[config.mk]
export PLATFORM = sky130hd
export DESIGN_NAME = hsv_to_rgb_converter_unit
export DESIGN_NICKNAME = d
export VERILOG_FILES = /design/src/rtl/core/hsvc_pkg.sv /design/src/rtl/core/hsvc_pipe_ctrl.sv /design/src/rtl/core/hsvc_hue_split.sv /design/src/rtl/core/hsvc_chan_scale.sv /design/src/rtl/core/hsv_to_rgb_converter_unit.sv
export VERILOG_INCLUDE_DIRS = /design/src /design/src/rtl/core
export SDC_FILE = /design/constraint.sdc
export NUM_CORES = 2
export LEC_CHECK = 0
export BUFFER_PORTS_ARGS = -buffer_cell sky130_fd_sc_hd__clkbuf_2
export CORE_MARGIN = 2
export CORE_UTILIZATION = 32
export CTS_BUF_LIST = sky130_fd_sc_hd__clkbuf_2 sky130_fd_sc_hd__clkbuf_4 sky130_fd_sc_hd__clkbuf_8
export DETAILED_ROUTE_END_ITERATION = 7
export GPL_TIMING_DRIVEN = 0
export PLACE_DENSITY = 0.54
export SYNTH_ARGS = -nofsm -noshare
export SYNTH_HDL_FRONTEND = slang
export SYNTH_SLANG_ARGS = --single-unit
[constraint.sdc]
create_clock -name clk -period 7.63 [get_ports clk]
set_input_delay 0.3815 -clock clk [delete_from_list [all_inputs] [get_ports clk]]
set_output_delay 0.3815 -clock clk [all_outputs]
set_load 0.01 [all_outputs]
[src/rtl/core/hsv_to_rgb_converter_unit_assert.svh]
// Assertion macros for the HSV to RGB converter.
// Included by the top level; no other dependencies.
`ifndef HSV_TO_RGB_CONVERTER_UNIT_ASSERT_SVH
`define HSV_TO_RGB_CONVERTER_UNIT_ASSERT_SVH

// Same-cycle implication, disabled while reset is asserted.
`define HSVC_ASSERT_NOW(name, clk, rst_n, ante, cons, msg) \
	name: assert property (@(posedge clk) disable iff (!rst_n) (ante) |-> (cons)) \
		else $error(msg);

// Next-cycle implication, disabled while reset is asserted.
`define HSVC_ASSERT_NEXT(name, clk, rst_n, ante, cons, msg) \
	name: assert property (@(posedge clk) disable iff (!rst_n) (ante) |=> (cons)) \
		else $error(msg);

`endif

[src/rtl/core/hsvc_pkg.sv]
// Shared types, constants and helpers of the HSV to RGB converter.
// No dependencies; used by every module of the block.
`default_nettype none

package hsvc_pkg;

	// Number of register stages from input word to output word.
	localparam int NUM_STAGES = 6;

	// One full turn of hue and one sextant, in 1/64 degree.
	localparam logic [14:0] HUE_FULL = 15'd23040;
	localparam logic [14:0] HUE_SEXT = 15'd3840;

	// floor(rem * 256 / 15) == (rem * FRAC_RECIP) >> 16 for rem below 3840.
	localparam logic [20:0] FRAC_RECIP = 21'd1118482;

	// 255 * 65536, the full scale of the q and t numerators.
	localparam logic [23:0] FULL_SCALE = 24'd16711680;

	// floor(y / 255) == (y * DIV255_RECIP) >> 23 for y up to 65025.
	localparam logic [15:0] DIV255_RECIP = 16'd32897;

	// Hue sextants, each 60 degrees wide.
	typedef enum logic [2:0] {
		SEXT_RED_YEL = 3'd0,
		SEXT_YEL_GRN = 3'd1,
		SEXT_GRN_CYN = 3'd2,
		SEXT_CYN_BLU = 3'd3,
		SEXT_BLU_MAG = 3'd4,
		SEXT_MAG_RED = 3'd5
	} sext_t;

	// Stage enables and stage valid bits of the pipeline, index 0 is stage 1.
	typedef struct packed {
		logic [NUM_STAGES-1:0] en;
		logic [NUM_STAGES-1:0] vld;
	} pipe_ctrl_t;

	// Start of a sextant in 1/64 degree.
	function automatic logic [14:0] sext_base(input sext_t sext);
		logic [14:0] base;
		case (sext)
			SEXT_RED_YEL: base = 15'd0;
			SEXT_YEL_GRN: base = 15'd3840;
			SEXT_GRN_CYN: base = 15'd7680;
			SEXT_CYN_BLU: base = 15'd11520;
			SEXT_BLU_MAG: base = 15'd15360;
			SEXT_MAG_RED: base = 15'd19200;
			default:      base = 15'd0;
		endcase
		return base;
	endfunction

endpackage

`default_nettype wire

[src/rtl/core/hsvc_pipe_ctrl.sv]
// Valid bits and stage enables of the converter pipeline.
// Depends on hsvc_pkg.
`default_nettype none

module hsvc_pipe_ctrl (
	input  wire logic               clk,
	input  wire logic               arst_n,
	input  wire logic               in_valid,
	output logic                    in_stall,
	output logic                    out_valid,
	input  wire logic               out_stall,
	output hsvc_pkg::pipe_ctrl_t    ctrl
);

	logic [hsvc_pkg::NUM_STAGES-1:0] vld_q;
	logic [hsvc_pkg::NUM_STAGES-1:0] en;

	// A stage may load when it is empty or when its word moves on.
	always_comb begin
		en[hsvc_pkg::NUM_STAGES-1] = !vld_q[hsvc_pkg::NUM_STAGES-1] || !out_stall;
		for (int i = hsvc_pkg::NUM_STAGES - 2; i >= 0; i--) begin
			en[i] = !vld_q[i] || en[i+1];
		end
	end

	// Valid bits travel with the data.
	always_ff @(posedge clk or negedge arst_n) begin
		if (!arst_n) begin
			vld_q <= '0;
		end else begin
			if (en[0]) begin
				vld_q[0] <= in_valid;
			end
			for (int i = 1; i < hsvc_pkg::NUM_STAGES; i++) begin
				if (en[i]) begin
					vld_q[i] <= vld_q[i-1];
				end
			end
		end
	end

	assign in_stall  = !en[0];
	assign out_valid = vld_q[hsvc_pkg::NUM_STAGES-1];
	assign ctrl.en   = en;
	assign ctrl.vld  = vld_q;

endmodule

`default_nettype wire

[src/rtl/core/hsvc_hue_split.sv]
// Stages 1 and 2: hue wrap, sextant and 16-bit fraction within the sextant.
// Depends on hsvc_pkg.
`default_nettype none

module hsvc_hue_split (
	input  wire logic                 clk,
	input  wire hsvc_pkg::pipe_ctrl_t ctrl,
	input  wire logic [14:0]          hue,
	input  wire logic [7:0]           saturation,
	input  wire logic [7:0]           value,
	output hsvc_pkg::sext_t           sext_s2,
	output logic [15:0]               frac_s2,
	output logic [7:0]                sat_s2,
	output logic [7:0]                val_s2
);

	logic [14:0]     hue_w;
	logic [14:0]     rem_full;
	hsvc_pkg::sext_t sext_d;
	hsvc_pkg::sext_t sext_s1;
	logic [11:0]     rem_s1;
	logic [7:0]      sat_s1;
	logic [7:0]      val_s1;
	logic [32:0]     frac_prod;

	// Wrap a hue of a full turn or more, then find its sextant.
	always_comb begin
		hue_w = (hue >= hsvc_pkg::HUE_FULL) ? (hue - hsvc_pkg::HUE_FULL) : hue;
		if (hue_w < hsvc_pkg::HUE_SEXT) begin
			sext_d = hsvc_pkg::SEXT_RED_YEL;
		end else if (hue_w < 15'd7680) begin
			sext_d = hsvc_pkg::SEXT_YEL_GRN;
		end else if (hue_w < 15'd11520) begin
			sext_d = hsvc_pkg::SEXT_GRN_CYN;
		end else if (hue_w < 15'd15360) begin
			sext_d = hsvc_pkg::SEXT_CYN_BLU;
		end else if (hue_w < 15'd19200) begin
			sext_d = hsvc_pkg::SEXT_BLU_MAG;
		end else begin
			sext_d = hsvc_pkg::SEXT_MAG_RED;
		end
		rem_full = hue_w - hsvc_pkg::sext_base(sext_d);
	end

	always_ff @(posedge clk) begin
		if (ctrl.en[0]) begin
			sext_s1 <= sext_d;
			rem_s1  <= rem_full[11:0];
			sat_s1  <= saturation;
			val_s1  <= value;
		end
	end

	// Fraction = floor(rem * 65536 / 3840), by reciprocal multiplication.
	assign frac_prod = {9'd0, rem_s1} * {12'd0, hsvc_pkg::FRAC_RECIP};

	always_ff @(posedge clk) begin
		if (ctrl.en[1]) begin
			sext_s2 <= sext_s1;
			frac_s2 <= frac_prod[31:16];
			sat_s2  <= sat_s1;
			val_s2  <= val_s1;
		end
	end

endmodule

`default_nettype wire

[src/rtl/core/hsvc_chan_scale.sv]
// Stages 3 to 5: forms p, q and t from value, saturation and hue fraction.
// Depends on hsvc_pkg.
`default_nettype none

module hsvc_chan_scale (
	input  wire logic                 clk,
	input  wire hsvc_pkg::pipe_ctrl_t ctrl,
	input  wire hsvc_pkg::sext_t      sext_s2,
	input  wire logic [15:0]          frac_s2,
	input  wire logic [7:0]           sat_s2,
	input  wire logic [7:0]           val_s2,
	output hsvc_pkg::sext_t           sext_s5,
	output logic [7:0]                sat_s5,
	output logic [7:0]                val_s5,
	output logic [7:0]                p_s5,
	output logic [7:0]                q_s5,
	output logic [7:0]                t_s5
);

	logic [23:0]     sat_frac;
	hsvc_pkg::sext_t sext_s3;
	hsvc_pkg::sext_t sext_s4;
	logic [7:0]      sat_s3;
	logic [7:0]      sat_s4;
	logic [7:0]      val_s3;
	logic [7:0]      val_s4;
	logic [23:0]     num_q_s3;
	logic [23:0]     num_t_s3;
	logic [7:0]      num_p_s3;
	logic [31:0]     prod_q;
	logic [31:0]     prod_t;
	logic [15:0]     prod_p;
	logic [15:0]     yq_s4;
	logic [15:0]     yt_s4;
	logic [15:0]     yp_s4;
	logic [31:0]     div_q;
	logic [31:0]     div_t;
	logic [31:0]     div_p;

	// Stage 3: numerators of p, q and t. The t numerator reuses s * frac.
	assign sat_frac = {16'd0, sat_s2} * {8'd0, frac_s2};

	always_ff @(posedge clk) begin
		if (ctrl.en[2]) begin
			sext_s3  <= sext_s2;
			sat_s3   <= sat_s2;
			val_s3   <= val_s2;
			num_q_s3 <= hsvc_pkg::FULL_SCALE - sat_frac;
			num_t_s3 <= hsvc_pkg::FULL_SCALE - {sat_s2, 16'd0} + sat_frac;
			num_p_s3 <= 8'd255 - sat_s2;
		end
	end

	// Stage 4: scale by value. Dropping 16 bits of the q and t products leaves a divide by 255.
	assign prod_q = {24'd0, val_s3} * {8'd0, num_q_s3};
	assign prod_t = {24'd0, val_s3} * {8'd0, num_t_s3};
	assign prod_p = {8'd0, val_s3} * {8'd0, num_p_s3};

	always_ff @(posedge clk) begin
		if (ctrl.en[3]) begin
			sext_s4 <= sext_s3;
			sat_s4  <= sat_s3;
			val_s4  <= val_s3;
			yq_s4   <= prod_q[31:16];
			yt_s4   <= prod_t[31:16];
			yp_s4   <= prod_p;
		end
	end

	// Stage 5: floor divide by 255 through a reciprocal multiply.
	assign div_q = {16'd0, yq_s4} * {16'd0, hsvc_pkg::DIV255_RECIP};
	assign div_t = {16'd0, yt_s4} * {16'd0, hsvc_pkg::DIV255_RECIP};
	assign div_p = {16'd0, yp_s4} * {16'd0, hsvc_pkg::DIV255_RECIP};

	always_ff @(posedge clk) begin
		if (ctrl.en[4]) begin
			sext_s5 <= sext_s4;
			sat_s5  <= sat_s4;
			val_s5  <= val_s4;
			q_s5    <= div_q[30:23];
			t_s5    <= div_t[30:23];
			p_s5    <= div_p[30:23];
		end
	end

endmodule

`default_nettype wire

[src/rtl/core/hsv_to_rgb_converter_unit.sv]
// Top level of the HSV to RGB converter: pipeline control, datapath and channel select.
// Depends on hsvc_pkg, hsvc_pipe_ctrl, hsvc_hue_split, hsvc_chan_scale and the assert header.
`default_nettype none

`include "hsv_to_rgb_converter_unit_assert.svh"

// Converts one HSV word (hue in 1/64 degree, saturation and value as fractions
// of 255) into an 8-bit red, green and blue word, truncated. A hue of a full turn
// or more wraps once. Zero saturation gives grey. The block is a six-stage
// pipeline that takes one word in every clock cycle while the output is not
// stalled. Each stage loads when it is empty or when the stage after it moves,
// so empty stages close up behind a stalled output and in_stall rises only once
// all six stages hold a word.
// Stages: hue wrap and sextant; hue fraction; p, q and t numerators; scaling by
// value; divide by 255; channel select into the output register.
module hsv_to_rgb_converter_unit (
	input  wire logic        clk,
	input  wire logic        arst_n,
	input  wire logic        in_valid,
	output logic             in_stall,
	input  wire logic [14:0] hue,
	input  wire logic [7:0]  saturation,
	input  wire logic [7:0]  value,
	output logic             out_valid,
	input  wire logic        out_stall,
	output logic [7:0]       red,
	output logic [7:0]       green,
	output logic [7:0]       blue
);

	hsvc_pkg::pipe_ctrl_t ctrl;
	hsvc_pkg::sext_t      sext_s2;
	hsvc_pkg::sext_t      sext_s5;
	logic [15:0]          frac_s2;
	logic [7:0]           sat_s2;
	logic [7:0]           val_s2;
	logic [7:0]           sat_s5;
	logic [7:0]           val_s5;
	logic [7:0]           p_s5;
	logic [7:0]           q_s5;
	logic [7:0]           t_s5;
	logic [7:0]           red_d;
	logic [7:0]           green_d;
	logic [7:0]           blue_d;
	logic [7:0]           red_s6;
	logic [7:0]           green_s6;
	logic [7:0]           blue_s6;

	hsvc_pipe_ctrl u_ctrl (
		.clk       (clk),
		.arst_n    (arst_n),
		.in_valid  (in_valid),
		.in_stall  (in_stall),
		.out_valid (out_valid),
		.out_stall (out_stall),
		.ctrl      (ctrl)
	);

	hsvc_hue_split u_hue (
		.clk        (clk),
		.ctrl       (ctrl),
		.hue        (hue),
		.saturation (saturation),
		.value      (value),
		.sext_s2    (sext_s2),
		.frac_s2    (frac_s2),
		.sat_s2     (sat_s2),
		.val_s2     (val_s2)
	);

	hsvc_chan_scale u_scale (
		.clk     (clk),
		.ctrl    (ctrl),
		.sext_s2 (sext_s2),
		.frac_s2 (frac_s2),
		.sat_s2  (sat_s2),
		.val_s2  (val_s2),
		.sext_s5 (sext_s5),
		.sat_s5  (sat_s5),
		.val_s5  (val_s5),
		.p_s5    (p_s5),
		.q_s5    (q_s5),
		.t_s5    (t_s5)
	);

	// Route value, p, q and t to the channels by sextant; zero saturation is grey.
	always_comb begin
		case (sext_s5)
			hsvc_pkg::SEXT_RED_YEL: begin
				red_d = val_s5; green_d = t_s5;   blue_d = p_s5;
			end
			hsvc_pkg::SEXT_YEL_GRN: begin
				red_d = q_s5;   green_d = val_s5; blue_d = p_s5;
			end
			hsvc_pkg::SEXT_GRN_CYN: begin
				red_d = p_s5;   green_d = val_s5; blue_d = t_s5;
			end
			hsvc_pkg::SEXT_CYN_BLU: begin
				red_d = p_s5;   green_d = q_s5;   blue_d = val_s5;
			end
			hsvc_pkg::SEXT_BLU_MAG: begin
				red_d = t_s5;   green_d = p_s5;   blue_d = val_s5;
			end
			hsvc_pkg::SEXT_MAG_RED: begin
				red_d = val_s5; green_d = p_s5;   blue_d = q_s5;
			end
			default: begin
				red_d = val_s5; green_d = p_s5;   blue_d = q_s5;
			end
		endcase
		if (sat_s5 == 8'd0) begin
			red_d   = val_s5;
			green_d = val_s5;
			blue_d  = val_s5;
		end
	end

	// Output register; it holds its word while the output is stalled.
	always_ff @(posedge clk) begin
		if (ctrl.en[hsvc_pkg::NUM_STAGES-1]) begin
			red_s6   <= red_d;
			green_s6 <= green_d;
			blue_s6  <= blue_d;
		end
	end

	assign red   = red_s6;
	assign green = green_s6;
	assign blue  = blue_s6;

	// An accepted input word occupies the first stage in the next cycle.
	`HSVC_ASSERT_NEXT(a_accept_fills_s1, clk, arst_n, in_valid && !in_stall, ctrl.vld[0], "accepted word lost at stage 1")

	// A word with zero saturation leaves as grey.
	`HSVC_ASSERT_NEXT(a_grey_out, clk, arst_n, ctrl.en[5] && ctrl.vld[4] && (sat_s5 == 8'd0), (red == green) && (green == blue), "zero saturation not grey")

	// One channel always carries value itself.
	`HSVC_ASSERT_NEXT(a_value_channel, clk, arst_n, ctrl.en[5] && ctrl.vld[4], (red == $past(val_s5)) || (green == $past(val_s5)) || (blue == $past(val_s5)), "no channel carries value")

endmodule

`default_nettype wire
==> flow_summary.json <==
{
  "avgSynthCellArea_sq_um": 10.3,
  "ant_nets": 0,
  "grtUsageMet1_pct": 20.6,
  "r2r_setup_slack_ps": 370,
  "met3_usage_pct": 1.86,
  "r2r-start": "u_hue.sat_s2[2]",
  "drt_iter0_drc": 1131,
  "met2_usage_pct": 25.5,
  "r2r_cells": 27,
  "slowest_stage": "fa_1",
  "htree_levels": 2,
  "cp-end-kind": "flop",
  "dieArea_sq_um": 105000,
  "numClockSinks": 280,
  "dr.pass1.iters": 5,
  "yosys.area.top_type_share_pct": 25.0,
  "final_util_pct": 35.7,
  "clock_latency_ps": 650,
  "yosysWarnings": 0,
  "grt_antenna_before_repair": 2,
  "grt.busiest_layer": "met2",
  "initial_core_util_pct": 32.3,
  "tightest_slew_ps": 1320,
  "ys_top_cells_by_area": "edfxtp_1 25%, fa_1 24%, ha_1 18%, inv_1 5.5%, and2_1 5.3%",
  "netlist_area_sq_um": 32900,
  "drv_slew": 0,
  "grt_overflow_total": 0,
  "period_minus_slack_ps": 7260,
  "synth-main-ff-cell": "edfxtp_1",
  "cts_tree": "built",
  "portBuffers": 58,
  "grt_max_degree": 69,
  "fin_setup_tns_ps": 0,
  "arrival_ps": 7620,
  "outcome": "finished clean",
  "seq_area_frac_synth_pct": 25.5,
  "fin_worst_skew_ps": 36.3,
  "cts_root_buffer": "clkbuf_8",
  "cts_buffers": 49,
  "rsz0062_at_grt": "false",
  "setup_viol": 0,
  "rows": 117,
  "crit_fanout": 7,
  "synth-edff-count": 274,
  "drive_gt1_share_pct": 5.64,
  "crit_buf_inv": 7,
  "die_y_um": 325,
  "timing.final.crit_share_pct": 95.1,
  "ys_ff_latch": 280,
  "synth_top_area_cell": "edfxtp_1",
  "critPathTopFamily": "adder cells",
  "syn_to_final_growth_pct": 10.6,
  "gp_congestion": 0.867,
  "drc_errors": 0,
  "viasPerCell": 4.73,
  "worst-setup-path-type": "flop to flop",
  "synth_cell_type_count": 65,
  "hold_viol_final": 0,
  "hp-class": "primary input to async pin",
  "wl_per_cell_um": 16.4,
  "clockBufferDepth": 3,
  "coreArea_sq_um": 102000,
  "cpMostUsedCell": "inv_1",
  "slew_headroom_pct": 11.5,
  "clkTransAtPathRegs_ps": 60,
  "cap_violations": 0,
  "max_freq_mhz": 138,
  "syn_nets": 4102,
  "cp_slowest_stage_delay_ps": 530,
  "num_vias": 22500,
  "nets": 4244,
  "io_pins": 61,
  "chipWidth_um": 325,
  "synthArstFlopShare_pct": 2.14,
  "fillers": 10400,
  "grt_pass1_wl_um": 128000,
  "routed_wl_um": 78200,
  "r2r_end": "u_scale.num_t_s3[20]",
  "grt_usage_pct": 15.2,
  "required_ps": 8000,
  "startpoint_type": "flop",
  "post-dp-hpwl_um": 63000,
  "grt_pass1_vias": 23600,
  "syn_inst": 3207
}
-- cell usage after synthesis (15+ instances only) --
master,n
and2_1,277
o21ai_0,66
nor2_1,105
xor2_1,51
a211oi_1,26
a21o_1,40
nand2_1,379
a21oi_1,113
nor2b_1,29
o21a_1,23
inv_1,482
xnor2_1,86
edfxtp_1,274
fa_1,397
mux2i_1,15
nand2b_1,20
ha_1,463
nand3_1,37
clkbuf_1,84
nor3_1,32
-- final cells by class --
class | instances | area [sq um] | share of cell area, %
multi-input cells | 2352 | 22400 | 61.6
flip-flops and latches | 280 | 8380 | 23.0
inverters | 482 | 1810 | 4.98
well taps | 1368 | 1710 | 4.71
clock buffers | 66 | 815 | 2.24
repair buffers | 95 | 666 | 1.83
plain buffers | 89 | 345 | 0.950
clock inverters | 25 | 229 | 0.630
diodes | 1 | 2.50 | 0.00688
-- layout by cell type, fill, tap and decap left out, drive strengths merged, types with 10 or more instances in the layout --
master and n:
dlygate4sd3 26, and2 277, o211ai 10, a211oi 27
ha 463, nand4 14, a21o 40, o21a 23
nor3 32, nor2 105, xnor2 86, nor2b 29
a221oi 10, inv 486, nand2 379, buf 21
o21ai 69, edfxtp 274, nand2b 20, and3 14
clkinv 16, clkbuf 203, mux2i 15, a21oi 114
xor2 51, nand3 37, fa 397
-- worst max path at each step --
stage / from / endpoint / slack (ps) / cells past startpoint
after floorplan: u_hue.sat_s2[2] / u_scale.num_t_s3[20] / 720 / 28
after global placement: u_hue.sat_s2[7] / u_scale.num_t_s3[23] / -500 / 27
after detailed placement: u_hue.sat_s2[2] / u_scale.num_t_s3[20] / -460 / 28
after CTS: u_hue.sat_s2[5] / u_scale.num_t_s3[20] / 7 / 27
after global routing: u_hue.sat_s2[2] / u_scale.num_t_s3[23] / 20 / 28
final: u_hue.sat_s2[2] / u_scale.num_t_s3[20] / 370 / 27
-- per-layer routing --
metal | part of all wire [%] | wire (um) | vias up
met5 | 0 | 0 | -
met4 | 2.3 | 1820 | 0
met3 | 4.0 | 3130 | 110
met2 | 47 | 37100 | 390
met1 | 46 | 36100 | 11100
li1 | - | - | 10900
-- through the flow --
stage / hold slack, ps / instance area, sq um / cells / setup WS (ps)
floorplan: 85.9 / 32900 / 3207 / 720
global placement: 223 / 34900 / 4633 / -501
detailed placement: 228 / 34900 / 4635 / -456
CTS: 47.7 / 36300 / 4753 / 7.50
global route: 122 / 36400 / 4758 / 22.3
finish: 140 / 36400 / 4758 / 374
-- flip-flops by register name (all words and copies together), names as in the netlist, 12 cells and up --
signal,cells
u_scale.yp_s4,16
u_scale.yt_s4,16
u_scale.num_t_s3,24
u_hue.rem_s1,12
u_scale.yq_s4,16
u_hue.frac_s2,16
u_scale.num_q_s3,23
-- what timing repair did --
item,in CTS,in global routing
cloned,0,0
pin swaps,0,0
endpoints found under the setup margin,5,3
gates resized for setup,7,9
setup buffers,4,5
hold endpoints to repair,31,0
hold buffers,26,0
-- cell families after synthesis --
kind of cell	after synthesis	synth area share, %
and+or+nand+nor	951	14.3
adders and majority gates	860	41.8
buffers and inverters	575	6.57
AOI/OAI and AO/OA	389	7.78
DFF	280	25.5
xor gates and xnor gates	137	3.65
muxes	15	0.457
Power is left out: the tool's default activity adds up to more than one toggle a clock period on the data nets, which glitch-free logic cannot reach.
